===== src/rtl/ssfs_pkg.sv =====
`timescale 1ns / 1ps
// ssfs_pkg: field widths and stream word layout for the sprite sheet frame slicer
// no dependencies

package ssfs_pkg;

   // request word fields
   localparam int TEX_FIELD_W  = 13;
   localparam int ORG_FIELD_W  = 12;
   localparam int TILE_FIELD_W = 13;
   localparam int PAD_FIELD_W  = 12;
   localparam int WANT_FIELD_W = 7;

   // result word fields
   localparam int IDX_FIELD_W  = 6;
   localparam int RECT_XY_W    = 12;
   localparam int RECT_WH_W    = 13;

   // step width: tile size plus padding
   localparam int STEP_W       = 14;

   localparam int REQ_DATA_W   = 112;
   localparam int RSP_DATA_W   = 64;

endpackage


===== src/rtl/ssfs_step_unit.sv =====
`timescale 1ns / 1ps
// ssfs_step_unit: shared position unit, range test, edge clipping and step advance
// depends on ssfs_pkg

module ssfs_step_unit import ssfs_pkg::*; #(
   parameter int POS_W = 15
) (
   input  logic [POS_W-1:0]        pos,
   input  logic [POS_W-1:0]        lim,
   input  logic [TILE_FIELD_W-1:0] size,
   input  logic [STEP_W-1:0]       step,
   output logic                    in_range,
   output logic [RECT_WH_W-1:0]    clip,
   output logic [POS_W-1:0]        next
);

   logic [POS_W:0] far_edge;
   logic [POS_W:0] remain;

   always_comb begin
      far_edge = {1'b0, pos} + (POS_W+1)'(size);
      remain   = {1'b0, lim} - {1'b0, pos};
      in_range = pos < lim;
      // clipped size never exceeds the nominal size, so it fits the field
      if (far_edge > {1'b0, lim}) begin
         clip = remain[RECT_WH_W-1:0];
      end else begin
         clip = size;
      end
      next = pos + POS_W'(step);
   end

endmodule


===== src/rtl/sprite_sheet_frame_slicer.sv =====
`timescale 1ns / 1ps
// sprite_sheet_frame_slicer: top level, request decode, walk sequencer and result register
// depends on ssfs_pkg and ssfs_step_unit

// One request word describes a texture and a tile grid; the block walks tile
// positions row by row from origin plus padding and returns one result word
// per frame rectangle, clipped at the right and bottom texture edges, up to
// frames_wanted (saturated to MAX_FRAMES). Rows after the first restart at
// origin_x + pad_x in subregion mode, otherwise at pad_x. The last word of a
// request carries tlast and, in short_count, whether fewer frames were found
// than asked for. With no tile, zero frames wanted or a zero step, exactly one
// word with frame_valid low is returned. A single position unit is shared by
// a small sequencer: a row step per row visited (range test, height clip and
// next row), a column step per column position tested, including the one
// past the right edge that ends a row, and a send step for each frame word
// after the first, since each frame word is held one step so that tlast can
// be set on the true last one. Send steps wait on output back-pressure; the
// block takes the next request once the last word of the previous one has
// been taken.

module sprite_sheet_frame_slicer import ssfs_pkg::*; #(
   parameter int MAX_FRAMES   = 64,
   parameter int MAX_TEX_SIZE = 4096
) (
   input  logic                  clock,
   input  logic                  reset,
   // request: tex_width, tex_height, origin_x, origin_y, tile_w, tile_h,
   //          pad_x, pad_y, frames_wanted, subregion_mode, zero fill
   input  logic                  req_tvalid,
   output logic                  req_tready,
   input  logic [REQ_DATA_W-1:0] req_tdata,
   // result: frame_index, rect_x, rect_y, rect_w, rect_h, short_count, zero fill
   output logic                  rsp_tvalid,
   input  logic                  rsp_tready,
   output logic [RSP_DATA_W-1:0] rsp_tdata,
   output logic                  rsp_tlast,
   // result tuser: frame_valid
   output logic                  rsp_tuser
);

   localparam int TEX_W = $clog2(MAX_TEX_SIZE + 1);
   localparam int CNT_W = $clog2(MAX_FRAMES + 1);
   localparam int POS_W = ((TEX_W > TEX_FIELD_W) ? TEX_W : TEX_FIELD_W) + 2;

   localparam logic [2:0] S_IDLE   = 3'd0;
   localparam logic [2:0] S_ROW    = 3'd1;
   localparam logic [2:0] S_COL    = 3'd2;
   localparam logic [2:0] S_SEND   = 3'd3;
   localparam logic [2:0] S_FINISH = 3'd4;
   localparam logic [2:0] S_END    = 3'd5;

   // request word unpacking
   logic [TEX_FIELD_W-1:0]  in_tex_w, in_tex_h;
   logic [ORG_FIELD_W-1:0]  in_org_x, in_org_y;
   logic [TILE_FIELD_W-1:0] in_tile_w, in_tile_h;
   logic [PAD_FIELD_W-1:0]  in_pad_x, in_pad_y;
   logic [WANT_FIELD_W-1:0] in_want;
   logic                    in_sub;

   assign in_tex_w  = req_tdata[12:0];
   assign in_tex_h  = req_tdata[25:13];
   assign in_org_x  = req_tdata[37:26];
   assign in_org_y  = req_tdata[49:38];
   assign in_tile_w = req_tdata[62:50];
   assign in_tile_h = req_tdata[75:63];
   assign in_pad_x  = req_tdata[87:76];
   assign in_pad_y  = req_tdata[99:88];
   assign in_want   = req_tdata[106:100];
   assign in_sub    = req_tdata[107];

   // sequencer and walk state
   logic [2:0]              state_ff, state_in;
   logic [TEX_W-1:0]        tw_ff, tw_in, th_ff, th_in;
   logic [TILE_FIELD_W-1:0] cw_ff, cw_in, ch_ff, ch_in;
   logic [STEP_W-1:0]       sx_ff, sx_in, sy_ff, sy_in;
   logic [POS_W-1:0]        restart_ff, restart_in;
   logic [POS_W-1:0]        col_ff, col_in, row_ff, row_in, row_next_ff, row_next_in;
   logic [RECT_WH_W-1:0]    row_h_ff, row_h_in;
   logic [CNT_W-1:0]        cnt_ff, cnt_in, want_ff, want_in;

   // held frame, sent once the next one is found or the walk ends
   logic                    held_ff, held_in;
   logic [IDX_FIELD_W-1:0]  h_idx_ff, h_idx_in;
   logic [RECT_XY_W-1:0]    h_x_ff, h_x_in, h_y_ff, h_y_in;
   logic [RECT_WH_W-1:0]    h_w_ff, h_w_in, h_h_ff, h_h_in;

   // result register
   logic                    o_valid_ff, o_valid_in;
   logic                    o_fv_ff, o_fv_in, o_last_ff, o_last_in, o_short_ff, o_short_in;
   logic [IDX_FIELD_W-1:0]  o_idx_ff, o_idx_in;
   logic [RECT_XY_W-1:0]    o_x_ff, o_x_in, o_y_ff, o_y_in;
   logic [RECT_WH_W-1:0]    o_w_ff, o_w_in, o_h_ff, o_h_in;

   // shared unit
   logic [POS_W-1:0]        u_pos, u_lim, u_next;
   logic [TILE_FIELD_W-1:0] u_size;
   logic [STEP_W-1:0]       u_step;
   logic                    u_in_range;
   logic [RECT_WH_W-1:0]    u_clip;

   // row cycles test the vertical axis, column cycles the horizontal one
   always_comb begin
      if (state_ff == S_ROW) begin
         u_pos  = row_ff;
         u_lim  = POS_W'(th_ff);
         u_size = ch_ff;
         u_step = sy_ff;
      end else begin
         u_pos  = col_ff;
         u_lim  = POS_W'(tw_ff);
         u_size = cw_ff;
         u_step = sx_ff;
      end
   end

   ssfs_step_unit #(
      .POS_W (POS_W)
   ) u_step_unit (
      .pos      (u_pos),
      .lim      (u_lim),
      .size     (u_size),
      .step     (u_step),
      .in_range (u_in_range),
      .clip     (u_clip),
      .next     (u_next)
   );

   logic rsp_take;
   logic step_zero;

   assign rsp_take   = o_valid_ff && rsp_tready;
   assign req_tready = (state_ff == S_IDLE);

   always_comb begin
      state_in    = state_ff;
      tw_in       = tw_ff;
      th_in       = th_ff;
      cw_in       = cw_ff;
      ch_in       = ch_ff;
      sx_in       = sx_ff;
      sy_in       = sy_ff;
      restart_in  = restart_ff;
      col_in      = col_ff;
      row_in      = row_ff;
      row_next_in = row_next_ff;
      row_h_in    = row_h_ff;
      cnt_in      = cnt_ff;
      want_in     = want_ff;
      held_in     = held_ff;
      h_idx_in    = h_idx_ff;
      h_x_in      = h_x_ff;
      h_y_in      = h_y_ff;
      h_w_in      = h_w_ff;
      h_h_in      = h_h_ff;
      o_valid_in  = o_valid_ff;
      o_fv_in     = o_fv_ff;
      o_last_in   = o_last_ff;
      o_short_in  = o_short_ff;
      o_idx_in    = o_idx_ff;
      o_x_in      = o_x_ff;
      o_y_in      = o_y_ff;
      o_w_in      = o_w_ff;
      o_h_in      = o_h_ff;
      step_zero   = 1'b0;

      if (rsp_take) begin
         o_valid_in = 1'b0;
      end

      case (state_ff)
         S_IDLE: begin
            if (req_tvalid) begin
               // saturate texture size and frame count
               if (32'(in_tex_w) > MAX_TEX_SIZE) begin
                  tw_in = TEX_W'(MAX_TEX_SIZE);
               end else begin
                  tw_in = TEX_W'(in_tex_w);
               end
               if (32'(in_tex_h) > MAX_TEX_SIZE) begin
                  th_in = TEX_W'(MAX_TEX_SIZE);
               end else begin
                  th_in = TEX_W'(in_tex_h);
               end
               if (32'(in_want) > MAX_FRAMES) begin
                  want_in = CNT_W'(MAX_FRAMES);
               end else begin
                  want_in = CNT_W'(in_want);
               end
               cw_in     = in_tile_w;
               ch_in     = in_tile_h;
               sx_in     = STEP_W'(in_tile_w) + STEP_W'(in_pad_x);
               sy_in     = STEP_W'(in_tile_h) + STEP_W'(in_pad_y);
               col_in    = POS_W'(in_org_x) + POS_W'(in_pad_x);
               row_in    = POS_W'(in_org_y) + POS_W'(in_pad_y);
               if (in_sub) begin
                  restart_in = POS_W'(in_org_x) + POS_W'(in_pad_x);
               end else begin
                  restart_in = POS_W'(in_pad_x);
               end
               cnt_in    = '0;
               held_in   = 1'b0;
               step_zero = (sx_in == '0) || (sy_in == '0);
               if (want_in == '0 || step_zero) begin
                  state_in = S_FINISH;
               end else begin
                  state_in = S_ROW;
               end
            end
         end
         S_ROW: begin
            if (!u_in_range || cnt_ff == want_ff) begin
               state_in = S_FINISH;
            end else begin
               row_h_in    = u_clip;
               row_next_in = u_next;
               state_in    = S_COL;
            end
         end
         S_COL: begin
            if (cnt_ff == want_ff) begin
               state_in = S_FINISH;
            end else if (u_in_range) begin
               // tile found: the previously held one is not the last
               if (held_ff) begin
                  o_valid_in = 1'b1;
                  o_fv_in    = 1'b1;
                  o_last_in  = 1'b0;
                  o_short_in = 1'b0;
                  o_idx_in   = h_idx_ff;
                  o_x_in     = h_x_ff;
                  o_y_in     = h_y_ff;
                  o_w_in     = h_w_ff;
                  o_h_in     = h_h_ff;
                  state_in   = S_SEND;
               end
               held_in  = 1'b1;
               h_idx_in = IDX_FIELD_W'(cnt_ff);
               h_x_in   = col_ff[RECT_XY_W-1:0];
               h_y_in   = row_ff[RECT_XY_W-1:0];
               h_w_in   = u_clip;
               h_h_in   = row_h_ff;
               cnt_in   = cnt_ff + CNT_W'(1);
               col_in   = u_next;
            end else begin
               col_in   = restart_ff;
               row_in   = row_next_ff;
               state_in = S_ROW;
            end
         end
         S_SEND: begin
            if (rsp_take) begin
               state_in = S_COL;
            end
         end
         S_FINISH: begin
            o_valid_in = 1'b1;
            o_last_in  = 1'b1;
            if (held_ff) begin
               o_fv_in    = 1'b1;
               o_short_in = cnt_ff < want_ff;
               o_idx_in   = h_idx_ff;
               o_x_in     = h_x_ff;
               o_y_in     = h_y_ff;
               o_w_in     = h_w_ff;
               o_h_in     = h_h_ff;
            end else begin
               // no frame found
               o_fv_in    = 1'b0;
               o_short_in = want_ff != '0;
               o_idx_in   = '0;
               o_x_in     = '0;
               o_y_in     = '0;
               o_w_in     = '0;
               o_h_in     = '0;
            end
            state_in = S_END;
         end
         S_END: begin
            if (rsp_take) begin
               state_in = S_IDLE;
            end
         end
         default: begin
            state_in = S_IDLE;
         end
      endcase
   end

   always_ff @(posedge clock) begin
      if (reset) begin
         state_ff   <= S_IDLE;
         o_valid_ff <= 1'b0;
         held_ff    <= 1'b0;
         cnt_ff     <= '0;
      end else begin
         state_ff   <= state_in;
         o_valid_ff <= o_valid_in;
         held_ff    <= held_in;
         cnt_ff     <= cnt_in;
      end
   end

   always_ff @(posedge clock) begin
      tw_ff       <= tw_in;
      th_ff       <= th_in;
      cw_ff       <= cw_in;
      ch_ff       <= ch_in;
      sx_ff       <= sx_in;
      sy_ff       <= sy_in;
      restart_ff  <= restart_in;
      col_ff      <= col_in;
      row_ff      <= row_in;
      row_next_ff <= row_next_in;
      row_h_ff    <= row_h_in;
      want_ff     <= want_in;
      h_idx_ff    <= h_idx_in;
      h_x_ff      <= h_x_in;
      h_y_ff      <= h_y_in;
      h_w_ff      <= h_w_in;
      h_h_ff      <= h_h_in;
      o_fv_ff     <= o_fv_in;
      o_last_ff   <= o_last_in;
      o_short_ff  <= o_short_in;
      o_idx_ff    <= o_idx_in;
      o_x_ff      <= o_x_in;
      o_y_ff      <= o_y_in;
      o_w_ff      <= o_w_in;
      o_h_ff      <= o_h_in;
   end

   assign rsp_tvalid = o_valid_ff;
   assign rsp_tlast  = o_last_ff;
   assign rsp_tuser  = o_fv_ff;
   assign rsp_tdata  = {7'd0, o_short_ff, o_h_ff, o_w_ff, o_y_ff, o_x_ff, o_idx_ff};

endmodule


===== config.mk =====
export PLATFORM = sky130hd
export DESIGN_NAME = sprite_sheet_frame_slicer
export DESIGN_NICKNAME = d
export VERILOG_FILES = /design/src/rtl/ssfs_pkg.sv /design/src/rtl/ssfs_step_unit.sv /design/src/rtl/sprite_sheet_frame_slicer.sv
export SDC_FILE = /design/constraint.sdc
export NUM_CORES = 1
export LEC_CHECK = 0
export BUFFER_PORTS_ARGS = -buffer_cell sky130_fd_sc_hd__buf_2
export CORE_ASPECT_RATIO = 0.8
export CORE_UTILIZATION = 59
export DETAILED_ROUTE_END_ITERATION = 12
export GPL_TIMING_DRIVEN = 0
export PLACE_DENSITY = 0.89
export SYNTH_ARGS = -nofsm -noshare
export SYNTH_HDL_FRONTEND = slang
export SYNTH_SLANG_ARGS = --single-unit

===== constraint.sdc =====
create_clock -name clock -period 7.4 [get_ports clock]
set_input_delay 1.11 -clock clock [delete_from_list [all_inputs] [get_ports clock]]
set_output_delay 1.11 -clock clock [all_outputs]
set_load 0.05 [all_outputs]

# Yosys cells after proc, flatten, opt, wreduce, memory -nomap -nowiden
# Index checks and enable logic that the tools add are counted.
# Widths: inputs -> output; s select.
[totals]
reg_bits = 285
input_bits = 116
[classes]
add_sub_neg = 8
magnitude_cmp = 6
n_eq_ne = 14
n_mux = 75
bitwise = 2
reduce_logical = 20
[op_table]
columns = ["op", "n"]
rows = [
  ["$mux 13", 11],
  ["$mux 12", 9],
  ["$mux 15", 7],
  ["$pmux 15 s2", 2],
  ["$pmux 13 s2", 2],
  ["$pmux 12 s2", 2],
  ["$mux 7", 6],
  ["$add 13x12->14", 2],
  ["$logic_not 14->1", 2],
  ["$add 12x12->13", 2],
  ["$gt 13x13->1 const B", 2],
  ["$mux 3", 8],
  ["$mux 6", 4],
  ["$pmux 3 s6", 1],
  ["$add 15x13->16", 1],
  ["$gt 16x13->1", 1],
  ["$reduce_and 4->1", 4],
  ["$add 15x14->15", 1],
  ["$lt 15x13->1", 1],
  ["$mux 1", 15],
  ["$mux 14", 1],
  ["$ne 2x2->1 const B", 7],
  ["$pmux 7 s2", 1],
  ["$sub 13x13->13", 1],
  ["20 further kinds", 32],
]

# Longest topological paths before layout
[logic_depth]
ltp_word = 9
mapped_depth = 28
ltp_nobuf = 23

# By module
# Synthesis repeated with hierarchy kept, for this count alone.
[unflattened]
hier_cells = 1318
hier_area_um2 = 15877.7
[by_module_without_submodules]
columns = ["module", "n_inst", "cells_per_inst", "area_per_inst_um2", "seq_area_each_um2"]
rows = [
  ["sprite_sheet_frame_slicer", 1, 953, 13126.3, 8438.1],
  ["ssfs_step_unit", 1, 365, 2751.4, 0.0],
]

# Worst setup path before layout
# Ideal clock, no wire load.
[synth_path]
path_type = "register to register"
startpoint = "reg state_ff[0]"
endpoint = "reg o_h_ff[0] (enable)"
arrival_time_ns = 5.590
required_ns = 6.982
slack_ns = 1.391
stages_incl_launch_ff = 20
synth_period_minus_slack_ns = 6.009
cell_sequence = "dfxtp_1 buf_4 nor3b_4 buf_4 buf_4 clkbuf_1 buf_1 mux2i_1 ha_1 and2_1 o21ai_0 a21boi_0 o41ai_2 o211ai_2 or2_1 buf_2 inv_2 buf_4 nand2_1 nand2_1"
[synth_between]
elab_chain_len = 5
word_cells_on_any_way = 11
classes_between = "order compare: 1; eq/ne: 6; mux: 2; reduce/logical: 2"
[synth_rtl]
columns = ["element", "line", "rtl"]
rows = [
  ["start, declared", "sprite_sheet_frame_slicer.sv:72", "logic [2:0] state_ff, state_in;"],
  ["start signal, assigned", "sprite_sheet_frame_slicer.sv:296", "state_ff <= state_in;"],
  ["$eq 3x1->1", "sprite_sheet_frame_slicer.sv:103", "if (state_ff == S_ROW) begin"],
  ["$mux 15 / $mux 13 (equally long branches)", "sprite_sheet_frame_slicer.sv:103", ""],
  ["$lt 15x13->1", "ssfs_step_unit.sv:23", "in_range = pos < lim;"],
  ["$ne 2x2->1 (no source line)", "-", ""],
  ["$reduce_and 4->1 (no source line) *", "-", ""],
  ["end signal, assigned", "sprite_sheet_frame_slicer.sv:328", "o_h_ff <= o_h_in;"],
  ["end, declared", "sprite_sheet_frame_slicer.sv:92", "logic [RECT_WH_W-1:0] o_w_ff, o_w_in, o_h_ff, o_h_in;"],
]
# Every way passes the cells marked *; elsewhere a longest branch is shown, timed or not.
# A chain may end at the register's enable or synchronous reset.

# Final worst setup path
[layout_path]
startpoint = "reg state_ff[0]"
endpoint = "reg h_w_ff[0], data pin"
[layout_between]
elab_chain_len = 5
word_cells_on_any_way = 8
classes_between = "add/sub: 2; order compare: 1; eq/ne: 1; mux: 4"
[layout_rtl]
columns = ["element", "line", "rtl"]
rows = [
  ["$eq 3x1->1 *", "sprite_sheet_frame_slicer.sv:103", ""],
  ["$mux 15 / $mux 13 (equally long branches)", "sprite_sheet_frame_slicer.sv:103", ""],
  ["$add 15x13->16", "ssfs_step_unit.sv:21", "far_edge = {1'b0, pos} + (POS_W+1)'(size);"],
  ["$gt 16x13->1", "ssfs_step_unit.sv:25", "if (far_edge > {1'b0, lim}) begin"],
  ["$mux 13 *", "ssfs_step_unit.sv:25", ""],
  ["net u_clip[0]", "sprite_sheet_frame_slicer.sv:99", "logic [RECT_WH_W-1:0] u_clip;"],
  ["end signal, assigned", "sprite_sheet_frame_slicer.sv:319", "h_w_ff <= h_w_in;"],
  ["end, declared", "sprite_sheet_frame_slicer.sv:85", "logic [RECT_WH_W-1:0] h_w_ff, h_w_in, h_h_ff, h_h_in;"],
]
# The timed path passes the listed nets; every way through them passes the cells marked *.

==> summary.md <==
| Metric | Value |
|---|---|
| TritonCTS Buffers | `29` |
| GRT Total Usage | `0.286` |
| Final Cell Area | `between 15,000 and 20,000 sq um` |
| Utilization after layout | `0.690` |
| Vias in the first global route | `~11,000` |
| Initial core utilization | `0.600` |
| First-pass DRT Iterations | `8` |
| Clock Path Buffers | `3` |
| Ratio of cells with drive above 1 in the final layout | `0.180` |
| Port Buffers | `between 150 and 200` |
| Detail Route Antenna Nets | `0` |
| Commonest non-fill, non-tap cells in the layout | `edfxtp_1, buf_2, nand2_1` |
| DRT Wirelength | `between 30,000 and 40,000 um` |
| Full die area | `27,300 sq um` |
| Vias after detailed routing | `between 10,000 and 15,000` |
| # DRC | `0` |
| Power, Total | `approximately 9.3 mW` |
| Syn avg cell area | `around 11 sq um` |
| Cell count after synthesis | `about 1,400` |
| Worst-margin pin slew | `0.982 ns` |
| CP arrival | `7.27 ns` |
| Fraction of registers with async set/reset | `0` |
| Clock-pin transition on the worst setup and hold timing paths | `about 0.070 ns` |
| Main synth FF type | `edfxtp_1` |
| CTS Hold Bufs | `0` |
| Worst Path Max Fanout | `10` |
| Setup_tns | `0 ns` |
| Largest net degree at the start of global routing | `68` |
| Reg-to-reg startpoint | `state_ff[0]` |
| Final setup fails | `0` |
| Mapped cell area | `around 16,000 sq um` |
| Synth area leader | `edfxtp_1` |
| Core outline area | `26,200 sq um` |
| Congestion Overflow GR | `0` |
| Number of flops mapped to enable cells by yosys | `273` |
| Fmax | `about 0.14 GHz` |
| Data required, critical path | `7.68 ns` |
| Placed instance area | `around 17,000 sq um` |
| Synth top area share | `0.522` |
| Clock Skews | `around 0.021 ns` |
| Final hold vios | `0` |
| Num ports | `184` |
| Die width | `between 150 and 200 um` |
| DR WL/cell | `19.8 um` |
| Htree depth | `1` |
| RSZ-0062 raised after global routing | `no` |
| Vias per cell | `roughly 5.8` |
| Status | `complete, no violations` |
| Critical path class | `flip-flop to flip-flop` |
| Distinct cells, synth | `between 70 and 80` |
| CP endpoint kind | `flip-flop` |
| Slew HR | `0.344` |
| DR iter-0 viols | `1,036` |
| Final min period | `6.99 ns` |
| Final nets | `1,816` |
| Row cnt | `53` |
| Seq/Total Area, Yosys | `0.537` |
| Largest cells by area after synthesis | `edfxtp_1, ha_1, nor2b_1, nand2_1, xnor2_1` |
| YS warnings | `0` |
| Tcrit/Tclk final | `0.945` |
| Die height | `between 100 and 150 um` |
| Max Cap Viol | `0` |
| Crit start category | `flip-flop` |
| CTS sink cnt | `285` |
| Clock Latency Late Sink | `0.55 ns` |
| HP Class | `flip-flop to flip-flop` |
| Clock Tree Root | `clkbuf_16` |
| Critical Path Source | `state_ff[0]` |
| Antenna violations before repair | `0` |
| Max VDD drop | `roughly 0.00026 V` |
| HPWL after DPL | `29,400 um` |
| First-pass GRT wire length | `just under 60,000 um` |
| Inserted Diodes | `0` |
| Gp weighted congestion | `0.915` |
| Area Growth Syn to Fin | `15.1%` |
| Hold Startpoint | `row_h_ff[2]` |
| Pins over their slew limit | `0` |
| CTS tree | `built` |
| Most common cell after layout, fill and taps aside | `edfxtp_1` |
| Register bit total from synthesis | `roughly 290` |
| PD cells | `a little over 500 nW/um^2` |
| Static Leak | `between 7 and 8 nW` |
logic make-up after synthesis:
kind of cell,count (synthesis),synth area share
other cells,1,0.000239
flops,285,0.537
compound gates,253,0.102
buf+inv,118,0.0316
xor+xnor,79,0.0440
mux,64,0.0452
simple gates,446,0.141
fa+ha+maj,122,0.0994
per-stage QoR:
step | std cells | hold WS (ns) | setup WS, ns
after detailed placement | 1905 | 0.405 | 0.0868
after CTS | 1958 | 0.415 | 0.0763
final | 1958 | 0.411 | 0.410
after floorplan | 1374 | 0.400 | 1.39
after global placement | 1903 | 0.401 | -0.968
after global routing | 1958 | 0.426 | 0.0709
flip-flops by register name (all words and copies together), names as in the netlist, 14 cells and up:
| signal | cells |
|---|---|
| sx_ff | 14 |
| col_ff | 15 |
| row_ff | 15 |
| sy_ff | 14 |
| row_next_ff | 15 |
critical path, cell delays in order (launching register included):
cell and delay [ns]:
dfxtp_1 0.31, buf_4 0.15, nor3b_4 0.43, buf_4 0.29, buf_4 0.22, clkbuf_1 0.40
clkbuf_1 0.57, nand2_1 0.11, nand2_1 0.19, ha_1 0.26, ha_1 0.20, a21oi_1 0.05
mux2i_1 0.29, a211o_1 0.22, nor3_2 0.06, o31a_2 0.38, o311a_1 0.37, a21boi_0 0.14
ha_1 0.32, nand4_1 0.14, o41ai_1 0.58, nand4_1 0.15, a221o_1 0.37, buf_6 0.19
mux2_4 0.31
timing repair:
action                     in CTS  in global routing
setup buffers                   0                  0
setup endpoints to repair       0                 85
gates resized for setup         0                  8
cell type report:
type	instances	area, sq um
clock buffers	37	796
multi-input cells	971	6810
fillers	1872	8110
clock inverters	16	178
repair buffers	174	908
inverters	73	277
flip-flops and latches	285	8440
well taps	357	447
plain buffers	45	230
path summary, 6_finish.rpt:
check	endpoint	slack, ns	depth (start not counted)
worst max-delay path	h_w_ff[0]	0.41	24
worst min-delay path	h_h_ff[2]	0.41	0
worst max register to register	h_w_ff[0]	0.41	24
worst min register to register	h_h_ff[2]	0.41	0
Yosys cell counts (8+ instances only):
| master | number |
|---|---|
| mux2i_1 | 36 |
| edfxtp_1 | 273 |
| xor2_1 | 24 |
| inv_1 | 72 |
| xnor2_1 | 55 |
| nand2_1 | 162 |
| o21a_1 | 17 |
| buf_4 | 12 |
| o21ai_0 | 55 |
| clkbuf_1 | 29 |
| a21o_1 | 16 |
| a21oi_1 | 86 |
| a211oi_1 | 12 |
| nand2b_1 | 18 |
| nor2_1 | 65 |
| nor3_1 | 22 |
| mux2_2 | 19 |
| mux2_4 | 9 |
| dfxtp_1 | 12 |
| ha_1 | 116 |
| and3_1 | 13 |
| nor2b_1 | 102 |
| nand3_1 | 18 |
| o21bai_1 | 8 |
power breakdown:
part	switching [mW]	total, mW	internal [mW]
combinational	3.11	5.10	1.99
sequential	0.174	2.71	2.54
clock	0.620	1.49	0.866
per-layer routing:
metal	global-route usage	vias to the layer above	share of wire
li1	-	5379	-
met1	0.391	5383	0.42
met2	0.452	584	0.44
met3	0.0591	85	0.10
met4	0.102	0	0.035
met5	0	-	0
Note: power is estimated with default switching activity, not from simulation.
